[config.mk]
export PLATFORM = sky130hd
export DESIGN_NAME = mseu_queue
export DESIGN_NICKNAME = d
export VERILOG_FILES = /design/src/hw/rtl/mseu_pkg.sv /design/src/hw/rtl/mseu_queue.sv
export VERILOG_INCLUDE_DIRS = /design/src /design/src/hw/rtl
export SDC_FILE = /design/constraint.sdc
export NUM_CORES = 1
export LEC_CHECK = 0
export ABC_AREA = 1
export BUFFER_PORTS_ARGS = -buffer_cell sky130_fd_sc_hd__buf_2
export CORE_ASPECT_RATIO = 0.75
export CORE_MARGIN = 2
export CORE_UTILIZATION = 60
export DETAILED_ROUTE_END_ITERATION = 16
export HOLD_SLACK_MARGIN = 0.03
export PLACE_DENSITY = 0.81
export SLEW_MARGIN = 10
export SYNTH_ARGS = -nofsm -noshare
export SYNTH_HDL_FRONTEND = slang
export SYNTH_SLANG_ARGS = --single-unit
[constraint.sdc]
create_clock -name clk -period 4.46 [get_ports clk]
set_clock_uncertainty 0.05 [all_clocks]
set_input_delay 0.223 -clock clk [delete_from_list [all_inputs] [get_ports clk]]
set_output_delay 0.223 -clock clk [all_outputs]
set_load 0.1 [all_outputs]
[src/hw/rtl/mips_subset_execute_unit_top_macros.svh]
// Assertion macros shared by the execute unit RTL.
// Needs clk and rst in scope at the point of use; empty when SYNTH is set.
`ifndef MIPS_SUBSET_EXECUTE_UNIT_TOP_MACROS_SVH
`define MIPS_SUBSET_EXECUTE_UNIT_TOP_MACROS_SVH
`ifndef SYNTH
// same-cycle implication
`define MSEU_ASSERT_IMP(lbl, ante, cons, msg) \
  lbl: assert property (@(posedge clk) disable iff (rst) (ante) |-> (cons)) else $error(msg);
// next-cycle implication
`define MSEU_ASSERT_NXT(lbl, ante, cons, msg) \
  lbl: assert property (@(posedge clk) disable iff (rst) (ante) |=> (cons)) else $error(msg);
`else
`define MSEU_ASSERT_IMP(lbl, ante, cons, msg)
`define MSEU_ASSERT_NXT(lbl, ante, cons, msg)
`endif
`endif

[src/hw/rtl/mseu_pkg.sv]
// Shared constants, codes and the decoded instruction type of the execute unit.
// No dependencies.
`default_nettype none

package mseu_pkg;

  localparam int DATA_WORDS = 4096;
  localparam int MAX_INST   = 1024;
  localparam int REG_COUNT  = 32;

  localparam int REG_AW  = $clog2(REG_COUNT);
  localparam int DMEM_AW = $clog2(DATA_WORDS);
  localparam int IC_W    = 11;   // inst_count register
  localparam int WA_W    = 29;   // word address of a non-negative byte address
  localparam int IDX_W   = 5;    // register index fields
  localparam int PC_W    = 10;

  localparam int S_TDATA_W = 96;
  localparam int S_TUSER_W = 8;
  localparam int M_TDATA_W = 16;
  localparam int M_TUSER_W = 8;

  localparam int QUEUE_DEPTH = 4;
  localparam int QUEUE_AW    = $clog2(QUEUE_DEPTH);

  typedef enum logic [3:0] {
    OP_ADD  = 4'd0,
    OP_SUB  = 4'd1,
    OP_MUL  = 4'd2,
    OP_ADDI = 4'd3,
    OP_BNE  = 4'd4,
    OP_BEQ  = 4'd5,
    OP_SLT  = 4'd6,
    OP_LW   = 4'd7,
    OP_SW   = 4'd8,
    OP_J    = 4'd9
  } op_t;

  typedef enum logic [1:0] {
    ERR_NONE   = 2'd0,
    ERR_LABEL  = 2'd1,
    ERR_ACCESS = 2'd2,
    ERR_ALIGN  = 2'd3
  } err_t;

  // one instruction after classification; port A and port B are the two
  // register reads that the instruction needs
  typedef struct packed {
    op_t               op;
    logic [REG_AW-1:0] ra;
    logic              ra_ok;
    logic [REG_AW-1:0] rb;
    logic              rb_ok;
    logic [REG_AW-1:0] rd;
    logic              rd_ok;
    logic              wr_alu;
    logic              is_load;
    logic              is_store;
    logic [31:0]       imm;
    logic [31:0]       base_imm;
    logic              base_is_imm;
    logic [PC_W-1:0]   target;
    logic              target_known;
  } dec_t;

endpackage

`default_nettype wire

[src/hw/rtl/mseu_queue.sv]
// Short FIFO of classified instructions between the front and back ends.
// Depends on mseu_pkg and the assertion macro header.
`default_nettype none
`include "mips_subset_execute_unit_top_macros.svh"

module mseu_queue
  import mseu_pkg::*;
(
  input  wire logic clk,
  input  wire logic rst,
  input  wire logic push,
  input  wire dec_t push_ent,
  output logic      full,
  input  wire logic pop,
  output logic      head_valid,
  output dec_t      head
);

  dec_t                ent [QUEUE_DEPTH];
  logic [QUEUE_AW-1:0] wr_ptr, rd_ptr;
  logic [QUEUE_AW:0]   count;

  assign full       = count == (QUEUE_AW+1)'(QUEUE_DEPTH);
  assign head_valid = count != '0;
  assign head       = ent[rd_ptr];

  always_ff @(posedge clk) begin
    if (push) begin
      ent[wr_ptr] <= push_ent;
    end
  end

  always_ff @(posedge clk) begin
    if (rst) begin
      wr_ptr <= '0;
      rd_ptr <= '0;
      count  <= '0;
    end else begin
      if (push) begin
        wr_ptr <= (wr_ptr == QUEUE_AW'(QUEUE_DEPTH-1)) ? '0 : wr_ptr + 1'b1;
      end
      if (pop) begin
        rd_ptr <= (rd_ptr == QUEUE_AW'(QUEUE_DEPTH-1)) ? '0 : rd_ptr + 1'b1;
      end
      if (push && !pop) begin
        count <= count + 1'b1;
      end else if (pop && !push) begin
        count <= count - 1'b1;
      end
    end
  end

  `MSEU_ASSERT_IMP(a_no_push_full, push, !full, "request pushed into a full queue")
  `MSEU_ASSERT_IMP(a_no_pop_empty, pop, head_valid, "pop from an empty queue")
  `MSEU_ASSERT_NXT(a_count_up, push && !pop, count == $past(count) + 1'b1,
                   "queue count did not advance on push")

endmodule

`default_nettype wire

### Word level (Yosys, flattened, before mapping)

Memories as Yosys holds them, arrays and structs flattened. A register that Yosys moved wholly into a read port is not among the register bits.
Cells that the tools add are included.

* add/sub/neg operators: 4
* eq/ne operators: 3
* muxes and demuxes: 8
* reduce and logical (&&, ||, !) cells: 6

Operator list (count)
* 2-to-1 mux 2 bit: 4
* 2-to-1 mux 3 bit: 2
* adder 2 x 1 -> 2 bit (second input constant): 2
* equality test 2 bit (second input constant): 2
* adder 3 x 1 -> 3 bit (second input constant): 1
* equality test 3 bit (second input constant): 1
* nonzero test 3 bit: 1
* subtractor 3 x 1 -> 3 bit (second input constant): 1
* logical AND 1 bit: 2
* logical NOT 1 bit: 2
* 2-to-1 mux 1 bit: 2
* nonzero test 2 bit: 1

* output and inout bits: 103
* bits of input ports: 105
* word-level logic and storage cells: 25
* memories kept: 1
* bits in writable memories: 404
* flip-flop bits (word level): 7

Memory list
* ent: words 4, bits a word 101, rd ports 1, clocked after Yosys merged registers in 1, write ports 1, RTL line mseu_queue.sv:19 `dec_t ent [QUEUE_DEPTH];`

### Depth between registers and ports, before layout

* depth after elaboration: 4
* gate-level depth with buffers: 10
* mapped depth without buffers: 10

### Worst setup path before layout

Ideal clock, no wire load.

* path type: register to register
* start point: register wr_ptr[0]
* end point: memory ent[3][0] (netlist bit), enable pin
* slack: 1.415 ns
* setup time: 0.454 ns
* required time: 3.956 ns
* clock period less this slack: 3.045 ns
* stages on the path, launching flop included: 4
* path buffers: 0
* arrival: 2.541 ns
* cells stage by stage: dfxtp_1 > ha_1 > nand2_1 > inv_1

RTL lines
* from (decl): RTL line mseu_queue.sv:20 `logic [QUEUE_AW-1:0] wr_ptr, rd_ptr;`
* from (signal assigned): RTL line mseu_queue.sv:40 `wr_ptr <= (wr_ptr == QUEUE_AW'(QUEUE_DEPTH-1)) ? '0 : wr_ptr + 1'b1;`
* to (decl): RTL line mseu_queue.sv:19

Straight into the memory's write port.

==> Flow_metrics.wiki <==
{| class="wikitable"
! Metric !! Value
|-
| TritonCTS clock tree || built
|-
| Final-report hold violation count || 0
|-
| Average wire per standard cell || 20.8 um
|-
| CP required || 4190 ps
|-
| Largest fanout on the critical path || 55
|-
| Dominant register cell in the synthesized netlist || sky130_fd_sc_hd__edfxtp_1
|-
| Initial antenna violation count || 3
|-
| Dominant cell type by area after synthesis || sky130_fd_sc_hd__edfxtp_1
|-
| Number of storage elements in the synthesis netlist || 413
|-
| Total I/O pin count || 208
|-
| Chip width || 194 um
|-
| Total nets after synthesis || 1149
|-
| Final setup vio count || 0
|-
| Clock buffer count from CTS || 39
|-
| Fraction of final layout cells sized beyond drive strength 1 || 32.3%
|-
| EDFF count, synth || 404
|-
| # rows || 52
|-
| P&R area growth vs syn || 21.1%
|-
| Number of global-route vias before repair || 10300
|-
| Arrival time at the worst endpoint || 3240 ps
|-
| 1st-pass router iterations || 5
|-
| Hold Path Class || primary input to flop
|-
| Power per standard cell area || 497 nW/um2
|-
| Slew at the pin closest to its max-slew limit || 954 ps
|-
| Share of synthesized area occupied by flip-flops and latches || 75.9%
|-
| Clock transition at the register clock pins on the worst setup and hold paths after CTS || 60 ps
|-
| Starting utilization of the core area || 60.5%
|-
| Count of nets left with antenna violations after detail routing || 0
|-
| Pre-CTS setup slack || 1520 ps
|-
| Aggregate global-route resource usage || 25.0%
|-
| Wire length of the first global-routing pass || 55700 um
|-
| Fmax || 284 MHz
|-
| Leakage power figure || 6.96 nW
|-
| Max-slew violation count || 0
|-
| Gp weighted congestion || 0.742
|-
| Clk root buf || sky130_fd_sc_hd__clkbuf_16
|-
| Remaining DRCs || 0
|-
| Number of unique standard cell types used by synthesis || 23
|-
| Shortest period the worst path allows || 3520 ps
|-
| Worst IR drop on VDD || 493 uV
|-
| Setup TNS || 0 ps
|-
| Max H-tree Level || 2
|-
| Outcome || complete, no violations
|-
| Max capacitance violation total || 0
|-
| Period utilization || 78.9%
|-
| Remaining global-route overflow || 0
|-
| Critical path capture point type || output port
|-
| Synth top area cells || sky130_fd_sc_hd__edfxtp_1 (75%), sky130_fd_sc_hd__o22ai_2 (6.2%), sky130_fd_sc_hd__o21ai_0 (3.5%)
|-
| Die outline area || 28400 um2
|-
| Worst slew margin || 36.4%
|-
| Fraction of the core area covered by cells at the end of the flow || 73.3%
|-
| Mapped Cells || 1037
|-
| Violation count after the first detailed-routing iteration || 806
|-
| Detail Placement HPWL || 18900 um
|-
| Net count of the finished layout || 1449
|-
| Share of synthesized registers carrying an async set or reset || 0%
|-
| Placeable Area || 26800 um2
|-
| Average vias per placed instance || 5.75
|-
| Startpoint Class || flop
|-
| Post-Syn Area || 16200 um2
|-
| Fillcell total || 1667
|-
| Setup repair after global routing missed its margin || no
|-
| Register area || 12300 um2
|-
| Via count of the routed design || 9877
|-
| Detailed-route wire length || 35700 um
|-
| CTS sink count || 413
|-
| Count of instances resized after the clock tree is built || 0
|-
| Longest Clk Path Bufs || 3
|-
| Area of combinational cells with multiple inputs || 3330 um2
|-
| Clock latency of the later-clocked register in the worst-skew pair || 510 ps
|-
| Die boundary height || 146 um
|-
| Critical setup path kind || flop to output port
|-
| Total power of the final layout || 0.00976 W
|-
| Synthesis Warnings || 0
|-
| Top cell type's share of synthesized area || 74.8%
|-
| Average size of a mapped cell || 15.6 um2
|-
| Pin count of the biggest net entering global routing || 115
|-
| Worst setup slack after layout || 942 ps
|-
| Count of buffers from port buffering || 207
|}
[per-stage QoR]
stage / instance area [um2] / instances / hold WS, ps
final: 19600 / 1717 / 407
after CTS: 19600 / 1715 / 387
after global routing: 19600 / 1717 / 411
after floorplan: 16200 / 1037 / 245
after global placement: 17300 / 1543 / 387
after detailed placement: 17300 / 1543 / 388
[worst max-delay path, cell delays in order, from the launching register on]
cell and delay, ps:
sky130_fd_sc_hd__dfxtp_4 650, sky130_fd_sc_hd__clkinv_2 850, sky130_fd_sc_hd__buf_4 570, sky130_fd_sc_hd__o21ai_1 190
sky130_fd_sc_hd__o22ai_2 100, sky130_fd_sc_hd__buf_2 300
[state kept, by name, indices dropped and copies added, names as in the netlist, named ones only]
signal  count
wr_ptr      2
ent       404
count       3
rd_ptr      2
[layout make-up]
cell class                      instances  area share (%)
Antenna cell                            2          0.0255
Clock buffer                           41            5.01
Clock inverter                         27            1.38
Inverter                               16           0.389
Multi-Input combinational cell        542            16.9
Sequential cell                       413            62.7
Tap cell                              351            2.24
Timing Repair Buffer                  325            11.3
[routing by layer]
layer	up-vias	share of wire [%]	global-route usage (%)
li1	4529	-	-
met1	4867	41	33.4
met2	411	49	42.2
met3	68	8.1	5.89
met4	2	1.9	6.40
met5	-	0.036	0
[cell usage after synthesis (2+ instances only)]
| cell | number |
|---|---|
| sky130_fd_sc_hd__inv_2 | 2 |
| sky130_fd_sc_hd__nor2_2 | 80 |
| sky130_fd_sc_hd__o21ai_0 | 112 |
| sky130_fd_sc_hd__dfxtp_1 | 9 |
| sky130_fd_sc_hd__nor2_1 | 131 |
| sky130_fd_sc_hd__a21oi_1 | 3 |
| sky130_fd_sc_hd__buf_12 | 9 |
| sky130_fd_sc_hd__o22ai_1 | 21 |
| sky130_fd_sc_hd__edfxtp_1 | 404 |
| sky130_fd_sc_hd__nand2_1 | 9 |
| sky130_fd_sc_hd__buf_6 | 11 |
| sky130_fd_sc_hd__buf_4 | 3 |
| sky130_fd_sc_hd__nor3_1 | 3 |
| sky130_fd_sc_hd__clkbuf_1 | 16 |
| sky130_fd_sc_hd__o21ai_1 | 93 |
| sky130_fd_sc_hd__inv_1 | 14 |
| sky130_fd_sc_hd__buf_2 | 27 |
| sky130_fd_sc_hd__ha_1 | 6 |
| sky130_fd_sc_hd__o22ai_2 | 80 |
[power breakdown]
| part | total (W) | switching (W) | internal, W | leakage [nW] |
|---|---|---|---|---|
| Clock | 0.00329 | 0.00136 | 0.00194 | 0.618 |
| Sequential | 0.00451 | 0.0000750 | 0.00444 | 3.79 |
| Combinational | 0.00195 | 0.00158 | 0.000379 | 2.55 |
| Total | 0.00976 | 0.00301 | 0.00676 | 6.96 |
[path summary, 6_finish.rpt]
path / end / depth (start not counted) / from / slack (ps)
worst min register to register: wr_ptr[1] / 2 / wr_ptr[1] / 480
worst min-delay path: ent[0][25] / 2 / push_ent[25] / 410
worst max-delay path: head[31] / 5 / flop / 940
worst max register to register: ent[0][4] / 5 / wr_ptr[0] / 2260
[cells by family (layout without fill, tap and decap cells)]
| logic type | after synthesis | count (layout) | share of synthesized area (%) |
|---|---|---|---|
| adder cells (fa/ha/maj) | 7 | 7 | 0.586 |
| other | 0 | 2 | 0 |
| buffers and inverters | 82 | 409 | 3.59 |
| AND/OR/NAND/NOR | 225 | 225 | 6.49 |
| AO/OA/AOI/OAI | 309 | 309 | 13.4 |
| flip-flops | 413 | 413 | 75.9 |
| XOR/XNOR | 1 | 1 | 0.0540 |
[placed cells by master (no fill, tap or decap), drive strengths merged]
cell type / synthesis / final
edfxtp: 404 / 404
buf: 50 / 221
nor2: 211 / 211
o21ai: 205 / 205
dlygate4sd3: 0 / 104
o22ai: 101 / 101
clkbuf: 16 / 41
clkinv: 0 / 21
inv: 16 / 16
nand2: 9 / 9
dfxtp: 9 / 9
ha: 6 / 6
bufinv: 0 / 6
nor3: 3 / 3
a21oi: 3 / 3
diode: 0 / 2
xor2: 1 / 1
nand3: 1 / 1
nand4: 1 / 1
fa: 1 / 1
[timing repair]
action / CTS / global route
hold endpoints to repair: 413 / 0
endpoints found under the setup margin: 0 / 0
setup buffers: 0 / 0
hold buffers: 104 / 0
Power figures use the tool's default switching activity.
