<file path="src/hw/rtl/mips_subset_execute_unit_top_macros.svh">
// Assertion macros shared by the execute unit RTL.
// Needs clk and rst in scope at the point of use; empty when SYNTH is set.
`ifndef MIPS_SUBSET_EXECUTE_UNIT_TOP_MACROS_SVH
`define MIPS_SUBSET_EXECUTE_UNIT_TOP_MACROS_SVH
`ifndef SYNTH
// same-cycle implication
`define MSEU_ASSERT_IMP(lbl, ante, cons, msg) \
  lbl: assert property (@(posedge clk) disable iff (rst) (ante) |-> (cons)) else $error(msg);
// next-cycle implication
`define MSEU_ASSERT_NXT(lbl, ante, cons, msg) \
  lbl: assert property (@(posedge clk) disable iff (rst) (ante) |=> (cons)) else $error(msg);
`else
`define MSEU_ASSERT_IMP(lbl, ante, cons, msg)
`define MSEU_ASSERT_NXT(lbl, ante, cons, msg)
`endif
`endif

</file>
<file path="src/hw/rtl/mseu_pkg.sv">
// Shared constants, codes and the decoded instruction type of the execute unit.
// No dependencies.
`default_nettype none

package mseu_pkg;

  localparam int DATA_WORDS = 4096;
  localparam int MAX_INST   = 1024;
  localparam int REG_COUNT  = 32;

  localparam int REG_AW  = $clog2(REG_COUNT);
  localparam int DMEM_AW = $clog2(DATA_WORDS);
  localparam int IC_W    = 11;   // inst_count register
  localparam int WA_W    = 29;   // word address of a non-negative byte address
  localparam int IDX_W   = 5;    // register index fields
  localparam int PC_W    = 10;

  localparam int S_TDATA_W = 96;
  localparam int S_TUSER_W = 8;
  localparam int M_TDATA_W = 16;
  localparam int M_TUSER_W = 8;

  localparam int QUEUE_DEPTH = 4;
  localparam int QUEUE_AW    = $clog2(QUEUE_DEPTH);

  typedef enum logic [3:0] {
    OP_ADD  = 4'd0,
    OP_SUB  = 4'd1,
    OP_MUL  = 4'd2,
    OP_ADDI = 4'd3,
    OP_BNE  = 4'd4,
    OP_BEQ  = 4'd5,
    OP_SLT  = 4'd6,
    OP_LW   = 4'd7,
    OP_SW   = 4'd8,
    OP_J    = 4'd9
  } op_t;

  typedef enum logic [1:0] {
    ERR_NONE   = 2'd0,
    ERR_LABEL  = 2'd1,
    ERR_ACCESS = 2'd2,
    ERR_ALIGN  = 2'd3
  } err_t;

  // one instruction after classification; port A and port B are the two
  // register reads that the instruction needs
  typedef struct packed {
    op_t               op;
    logic [REG_AW-1:0] ra;
    logic              ra_ok;
    logic [REG_AW-1:0] rb;
    logic              rb_ok;
    logic [REG_AW-1:0] rd;
    logic              rd_ok;
    logic              wr_alu;
    logic              is_load;
    logic              is_store;
    logic [31:0]       imm;
    logic [31:0]       base_imm;
    logic              base_is_imm;
    logic [PC_W-1:0]   target;
    logic              target_known;
  } dec_t;

endpackage

`default_nettype wire

</file>
<file path="src/hw/rtl/mseu_front.sv">
// Front end: accepts instruction requests and classifies them into dec_t.
// Depends on mseu_pkg.
`default_nettype none

module mseu_front
  import mseu_pkg::*;
(
  input  wire logic                 s_axis_tvalid,
  output logic                      s_axis_tready,
  input  wire logic [S_TDATA_W-1:0] s_axis_tdata,
  input  wire logic [S_TUSER_W-1:0] s_axis_tuser,
  input  wire logic                 full,
  input  wire logic                 clearing,
  output logic                      push,
  output dec_t                      push_ent
);

  logic [IDX_W-1:0] reg_d, reg_s, reg_t, ra_idx, rb_idx;
  op_t              op;

  assign reg_d = s_axis_tdata[4:0];
  assign reg_s = s_axis_tdata[9:5];
  assign reg_t = s_axis_tdata[14:10];
  assign op    = op_t'(s_axis_tuser[3:0]);

  assign s_axis_tready = !full && !clearing;
  assign push          = s_axis_tvalid && s_axis_tready;

  always_comb begin
    ra_idx = reg_s;
    rb_idx = reg_t;
    push_ent.wr_alu   = 1'b0;
    push_ent.is_load  = 1'b0;
    push_ent.is_store = 1'b0;
    unique case (op) inside
      OP_BNE, OP_BEQ: begin
        ra_idx = reg_d;
        rb_idx = reg_s;
      end
      OP_SW: begin
        ra_idx = reg_d;
        push_ent.is_store = 1'b1;
      end
      OP_LW: begin
        push_ent.is_load = 1'b1;
      end
      OP_ADD, OP_SUB, OP_MUL, OP_ADDI, OP_SLT: begin
        push_ent.wr_alu = 1'b1;
      end
      default: begin
      end
    endcase
    push_ent.op           = op;
    push_ent.ra           = ra_idx[REG_AW-1:0];
    push_ent.ra_ok        = 32'(ra_idx) < REG_COUNT;
    push_ent.rb           = rb_idx[REG_AW-1:0];
    push_ent.rb_ok        = 32'(rb_idx) < REG_COUNT;
    push_ent.rd           = reg_d[REG_AW-1:0];
    push_ent.rd_ok        = 32'(reg_d) < REG_COUNT;
    push_ent.imm          = s_axis_tdata[46:15];
    push_ent.base_imm     = s_axis_tdata[78:47];
    push_ent.base_is_imm  = s_axis_tuser[4];
    push_ent.target       = s_axis_tdata[88:79];
    push_ent.target_known = s_axis_tuser[5];
  end

endmodule

`default_nettype wire

</file>
<file path="config.mk">
export PLATFORM = sky130hd
export DESIGN_NAME = mseu_front
export DESIGN_NICKNAME = d
export VERILOG_FILES = /design/src/hw/rtl/mips_subset_execute_unit_top_macros.svh /design/src/hw/rtl/mseu_pkg.sv /design/src/hw/rtl/mseu_front.sv
export SDC_FILE = /design/constraint.sdc
export NUM_CORES = 1
export LEC_CHECK = 0
export BUFFER_PORTS_ARGS = -buffer_cell sky130_fd_sc_hd__buf_2
export CAP_MARGIN = 20
export CORE_MARGIN = 10
export CORE_UTILIZATION = 21
export DETAILED_ROUTE_END_ITERATION = 10
export MAX_ROUTING_LAYER = met4
export PLACE_DENSITY = 0.82
export SLEW_MARGIN = 25
export SYNTH_ARGS = -nofsm -noshare
export SYNTH_HDL_FRONTEND = slang
export SYNTH_SLANG_ARGS = --single-unit
</file>
<file path="constraint.sdc">
create_clock -name vclk -period 0.98
set_clock_uncertainty 0.1 [all_clocks]
set_input_delay 0.098 -clock vclk [all_inputs]
set_output_delay 0.098 -clock vclk [all_outputs]
set_load 0.05 [all_outputs]
</file>
=== Yosys cells after proc, flatten, opt, wreduce, memory -nomap -nowiden ===
Cells that the tools add are included.

* Output and inout port bits: 103
* Flip-flop bits (word level): 0
* Bits of input ports: 107
* Logic and storage cells: 21

* Reduce and logical (&&, ||, !) cells: 8
* Equal/unequal tests: 8
* Muxes and demuxes: 5

{| class="wikitable"
|+ Operators by type and width
! operator !! number
|-
| 4-bit by 3-bit == test with 1-bit output, second input constant || 4
|-
| 5-bit 2-to-1 mux || 2
|-
| 4-bit by 2-bit == test with 1-bit output, second input constant || 2
|-
| 5-bit OR reduction || 1
|-
| 4-bit by 1-bit == test with 1-bit output, second input constant || 1
|-
| 4-bit == test, second input constant || 1
|-
| 4-bit zero test || 1
|-
| 1-bit 2-to-1 mux || 3
|-
| 3-bit OR reduction || 1
|-
| 1-bit logical AND || 2
|-
| 1-bit zero test || 2
|-
| 2-bit OR reduction || 1
|}

=== Longest topological paths before layout ===
Gate-level depths: netlist of run 1.

* Word-level depth: 3
* Gate-level depth with buffers: 3
* Depth with buffers taken out: 3

=== Worst setup path after synthesis of run 1 ===
No wires, ideal clock.

* Kind: input-to-output
* Start: input s_axis_tuser[0]
* End: output push_ent[92] (netlist name)
* Required time: 0.782 ns
* Data arrival time: 1.390 ns
* Setup slack: -0.608 ns
* Buffers on the path: 0
* Stages: 3
* Cells stage by stage: nor4b_4 > nor2_4 > mux2_4

{| class="wikitable"
|+ RTL lines
! element !! RTL line !! source
|-
| start, declared || mseu_front.sv:11 || <nowiki>input wire logic [S_TUSER_W-1:0] s_axis_tuser,</nowiki>
|-
| end, declared || mseu_front.sv:15 || <nowiki>output dec_t push_ent</nowiki>
|}

==> results.yml, run 1 <==
run_status:
  outcome: "complete, but fails checks"
  failed_checks: "negative setup slack"
cells_and_area:
  register_area_um2: 0
  n_sequential_cell: 0
  design.final.nets: 180
  antennaDiodeCount: 0
  drive_gt1_frac: 0.944
  clock_buffer_count: 0
  areaGrowthSynthToFinish_pct: -18.7
  final_cell_count_no_fill: 121
logic_synthesis:
  netlist.area_leader.share: 0.749
  synth_sequential_area_ratio: 0
  yosys-top-cells-area: "sky130_fd_sc_hd__buf_4, sky130_fd_sc_hd__mux2_4, sky130_fd_sc_hd__mux2_2, sky130_fd_sc_hd__nor4b_4, sky130_fd_sc_hd__nor3b_4"
  synth_area_um2: 882
  synth.largest_area_cell: "sky130_fd_sc_hd__buf_4"
  synth_top_cells_by_count: "sky130_fd_sc_hd__buf_4, sky130_fd_sc_hd__mux2_2, sky130_fd_sc_hd__mux2_4"
  ys_warn_count: 0
  post-synth-top-count-cell: "sky130_fd_sc_hd__buf_4"
  postSynthCellCount: 107
  synth_area_per_cell_um2: 8.24
  ys_types: 12
route:
  wire_per_inst_um: 18.4
  dr.first_iter.drc_count: 5
  ant_nets: 0
  remaining_drc_errors: 0
  dr.pass1.iters: 2
  vias_per_cell: 3.57
  detail_route.wirelength_um: 2230
  vias: 432
global_routing:
  groute.layer.met2.usage: 0.0844
  first_global_vias: 530
  grt.busiest_layer: "met2"
  grt_use_met1: 0.0298
  grt_max_degree: 6
  globalRouteTotalUtil: 0.0520
  globalRoute.totalOverflow: 0
  grt_pass1_wl_um: 3090
  global_route.usage.met3: 0.0459
  antenna_found_initial: 0
setup_path:
  crit_path_cell_trace: "buf_8, nor4b_4, nor2_4, mux2_4, buf_8"
  crit_family: "simple AND/OR/NAND/NOR gates"
  path_buf_inv: 2
  critPathArrivalTime_ns: 1.14
  endpoint_kind: "output pin"
  worst_path_largest_cell_delay_ns: 0.34
  cell_mode_on_critical_path: "sky130_fd_sc_hd__buf_8"
  cp_max_fo: 5
  cp_data_required_time_ns: 0.78
  critical_path.startpoint_type: "primary input"
  setup.worst_path.class: "primary input to output pin"
  crit_path_top_delay_cell: "sky130_fd_sc_hd__nor4b_4"
placement:
  dp_slack_ns: -0.461
  final_gp_congestion: 0.627
  dp_cells: 120
  io_buffers: 46
  dp.final_hpwl_um: 1920
pwr:
  report.power.total_mw: 0.543
  areal_power_density_over_the_cells_nw_per_um2: 757
  irDropWorstVdd_mv: 0.126
  p_leak_nw: 0.374
die:
  floorplan.die_area_um2: 7190
  die_w_um: 84.8
  start_util: 0.219
  chipHeight_um: 84.8
  standard_cell_rows: 23
  ioPinCount: 210
  design.core.area_um2: 4030
sta:
  finalHoldViolCount: 0
  post-route-worst-setup-slack_ns: -0.362
  grt_setup_unrepaired: "yes"
  clock.fmax_mhz: 745
  finalCriticalPeriod_ns: 1.34
  finalSetupViolCount: 11
  slew_viol_final: 0
  period_share: 1.37
flow_run:
  drv.max_cap_violation_count: 0
min_path:
  worstHoldPathType: "primary input to output pin"
-- layout by cell type, fill, tap and decap left out, types with 2 or more instances in the layout --
| cell type | Yosys | routed |
|---|---|---|
| sky130_fd_sc_hd__nor2_4 | 1 | 2 |
| sky130_fd_sc_hd__conb_1 | 1 | 3 |
| sky130_fd_sc_hd__buf_2 | 0 | 30 |
| sky130_fd_sc_hd__buf_6 | 0 | 7 |
| sky130_fd_sc_hd__buf_8 | 0 | 9 |
| sky130_fd_sc_hd__mux2_4 | 5 | 10 |
| sky130_fd_sc_hd__buf_4 | 88 | 3 |
-- power breakdown --
group	switching [mW]	leakage (nW)	internal, mW	total (mW)
combinational	0.333	0.374	0.210	0.543
sequential	0	0	0	0
clock	0	0	0	0
-- routing by layer --
| layer | vias to the layer above | part of all wire |
|---|---|---|
| met5 | - | 0 |
| met4 | 0 | 0.081 |
| met3 | 30 | 0.21 |
| met2 | 60 | 0.50 |
| met1 | 167 | 0.21 |
| li1 | 175 | - |
-- area by class of cell --
| class | count | area, um^2 |
|---|---|---|
| fill | 442 | 3310 |
| timing repair buffer | 50 | 394 |
| tap | 50 | 62.6 |
| multi-input combinational | 21 | 260 |
-- kinds of logic after synthesis --
| family | count (synthesis) | synth area share |
|---|---|---|
| other | 1 | 0.00425 |
| muxes | 10 | 0.149 |
| and+or+nand+nor | 7 | 0.0922 |
| buffers and inverters | 88 | 0.749 |
| AOI/OAI and AO/OA | 1 | 0.00567 |
-- metrics by stage --
stage                     TNS [ns]  utilization  hold WS, ns  cell area (um^2)
after floorplan              -3.64            -        0.151               921
after global placement       -4.52        0.143       0.0963               576
after detailed placement     -4.72        0.143       0.0963               576
after CTS                    -3.63        0.170       0.0963               686
after global routing         -3.92        0.178       0.0961               717
final                        -3.48        0.178       0.0960               717
-- path summary, 6_finish.rpt --
check | from | to | depth (start not counted)
max | s_axis_tuser[0] | push_ent[93] | 5
min | s_axis_tdata[55] | push_ent[20] | 0
-- repair_timing --
item | CTS | global route
hold buffers | 0 | 0
buffers inserted | 0 | 1
endpoints found under the setup margin | 13 | 13
pin swaps | 3 | 2
gates resized for setup | 34 | 8
Power figures use the tool's default switching activity.
==> run 2: changes to the inputs <==
Settings changed: PLACE_DENSITY 0.82 to 0.9.
==> results.yml, run 2 (synthesis results as in run 1) <==
run_status:
  outcome: "complete, but fails checks"
  failed_checks: "negative setup slack"
cells_and_area:
  clock_buffer_count: 0
  final_cell_count_no_fill: 123
  antennaDiodeCount: 0
  fillers: 451
  areaGrowthSynthToFinish_pct: -15.7
  layout_common_cells: "sky130_fd_sc_hd__buf_2, sky130_fd_sc_hd__mux2_4, sky130_fd_sc_hd__buf_6"
  register_area_um2: 0
  drive_gt1_frac: 0.959
  design.final.nets: 182
  mostFrequentLayoutCell: "sky130_fd_sc_hd__buf_2"
  n_sequential_cell: 0
route:
  remaining_drc_errors: 0
  dr.pass1.iters: 1
  ant_nets: 0
  dr.first_iter.drc_count: 0
  detail_route.wirelength_um: 2500
  vias_per_cell: 3.91
  vias: 481
  wire_per_inst_um: 20.3
pwr:
  relative_contribution_of_sequential_cells_to_total_power: 0
  report.power.total_mw: 0.563
  irDropWorstVdd_mv: 0.147
  p_int_mw: 0.220
  swShare: 0.608
  power.share.combinational: 1.000
  total_switching_power_mw: 0.342
  share_clk_of_total_power: 0
  areal_power_density_over_the_cells_nw_per_um2: 757
  p_leak_nw: 0.389
global_routing:
  grt_max_degree: 6
  globalRoute.totalOverflow: 0
  global_route.usage.met3: 0.0373
  globalRouteTotalUtil: 0.0597
  antenna_found_initial: 0
  first_global_vias: 569
  grt_pass1_wl_um: 3460
  groute.layer.met2.usage: 0.0995
  grt.busiest_layer: "met2"
  grt_use_met1: 0.0416
clock_tree:
  postCtsHoldBufs: 0
sta:
  post-route-worst-setup-slack_ns: -0.355
  finalCriticalPeriod_ns: 1.34
  finalSetupViolCount: 11
  grt_setup_unrepaired: "yes"
  finalHoldViolCount: 0
  worst_hold_slack_ns: 0.0960
  clock.fmax_mhz: 749
  fin_setup_tns_ns: -3.50
  period_share: 1.36
  slew_viol_final: 0
setup_path:
  cell_mode_on_critical_path: "sky130_fd_sc_hd__buf_8"
  crit_path_top_delay_cell: "sky130_fd_sc_hd__nor4b_4"
  crit_family: "simple AND/OR/NAND/NOR gates"
  crit_path_cell_trace: "buf_8, nor4b_4, nor2_4, mux2_4, buf_8"
  setup.worst_path.class: "primary input to output pin"
  critical_path.startpoint_type: "primary input"
  path_buf_inv: 2
  cp_data_required_time_ns: 0.78
  critPathArrivalTime_ns: 1.14
  worst_path_largest_cell_delay_ns: 0.34
  endpoint_kind: "output pin"
  cp_max_fo: 5
placement:
  final_gp_congestion: 0.640
  io_buffers: 46
  dp_cells: 121
min_path:
  hold_critical_path_depth: 0
  worstHoldPathType: "primary input to output pin"
  min_from: "s_axis_tdata[55]"
  worstHoldEndpoint: "push_ent[20]"
die:
  chipHeight_um: 84.8
  design.core.area_um2: 4030
  die_w_um: 84.8
  standard_cell_rows: 23
  start_util: 0.219
  floorplan.die_area_um2: 7190
  ioPinCount: 210
flow_run:
  drv.max_cap_violation_count: 0
-- run 2: routing by layer --
metal / vias up / part of all wire / wire length [um]
met5: - / 0 / 0
met3: 36 / 0.16 / 392
li1: 179 / - / -
met4: 0 / 0.080 / 199
met1: 198 / 0.24 / 592
met2: 68 / 0.53 / 1320
-- run 2: through the flow --
stage               utilization  instance area [um^2]  setup WS, ns
finish                    0.184                   743        -0.355
global route              0.184                   743        -0.400
CTS                       0.173                   696        -0.379
detailed placement        0.145                   583        -0.478
global placement          0.145                   583        -0.452
floorplan                     -                   921        -0.584
-- run 2: power groups by stage --
stage | sequential [mW] | combinational, mW | clock, mW
finish | 0 | 0.563 | 0
global route | 0 | 0.589 | 0
CTS | 0 | 0.545 | 0
detailed placement | 0 | 0.474 | 0
global placement | 0 | 0.468 | 0
floorplan | 0 | 1.20 | 0
-- run 2: layout make-up --
type	count	area, um^2	share of cell area
Multi-Input combinational cell	21	275	0.370
Tap cell	50	62.6	0.0842
Timing Repair Buffer	52	405	0.545
-- run 2: repair_timing --
| item | CTS | global route |
|---|---|---|
| endpoints found under the setup margin | 13 | 12 |
| gates resized for setup | 35 | 8 |
| pin swaps | 3 | 3 |
| buffers inserted | 0 | 2 |
-- run 2: how the worst max path moves through the flow --
stage	start	endpoint	slack, ns	cells past startpoint
3_5_place_dp	s_axis_tuser[1]	push_ent[89]	-0.48	5
6_report	s_axis_tuser[0]	push_ent[93]	-0.36	5
4_1_cts	s_axis_tuser[2]	push_ent[93]	-0.38	5
5_1_grt	s_axis_tuser[0]	push_ent[93]	-0.40	5
2_1_floorplan	s_axis_tuser[2]	push_ent[92]	-0.58	3
3_3_place_gp	s_axis_tuser[1]	push_ent[90]	-0.45	5
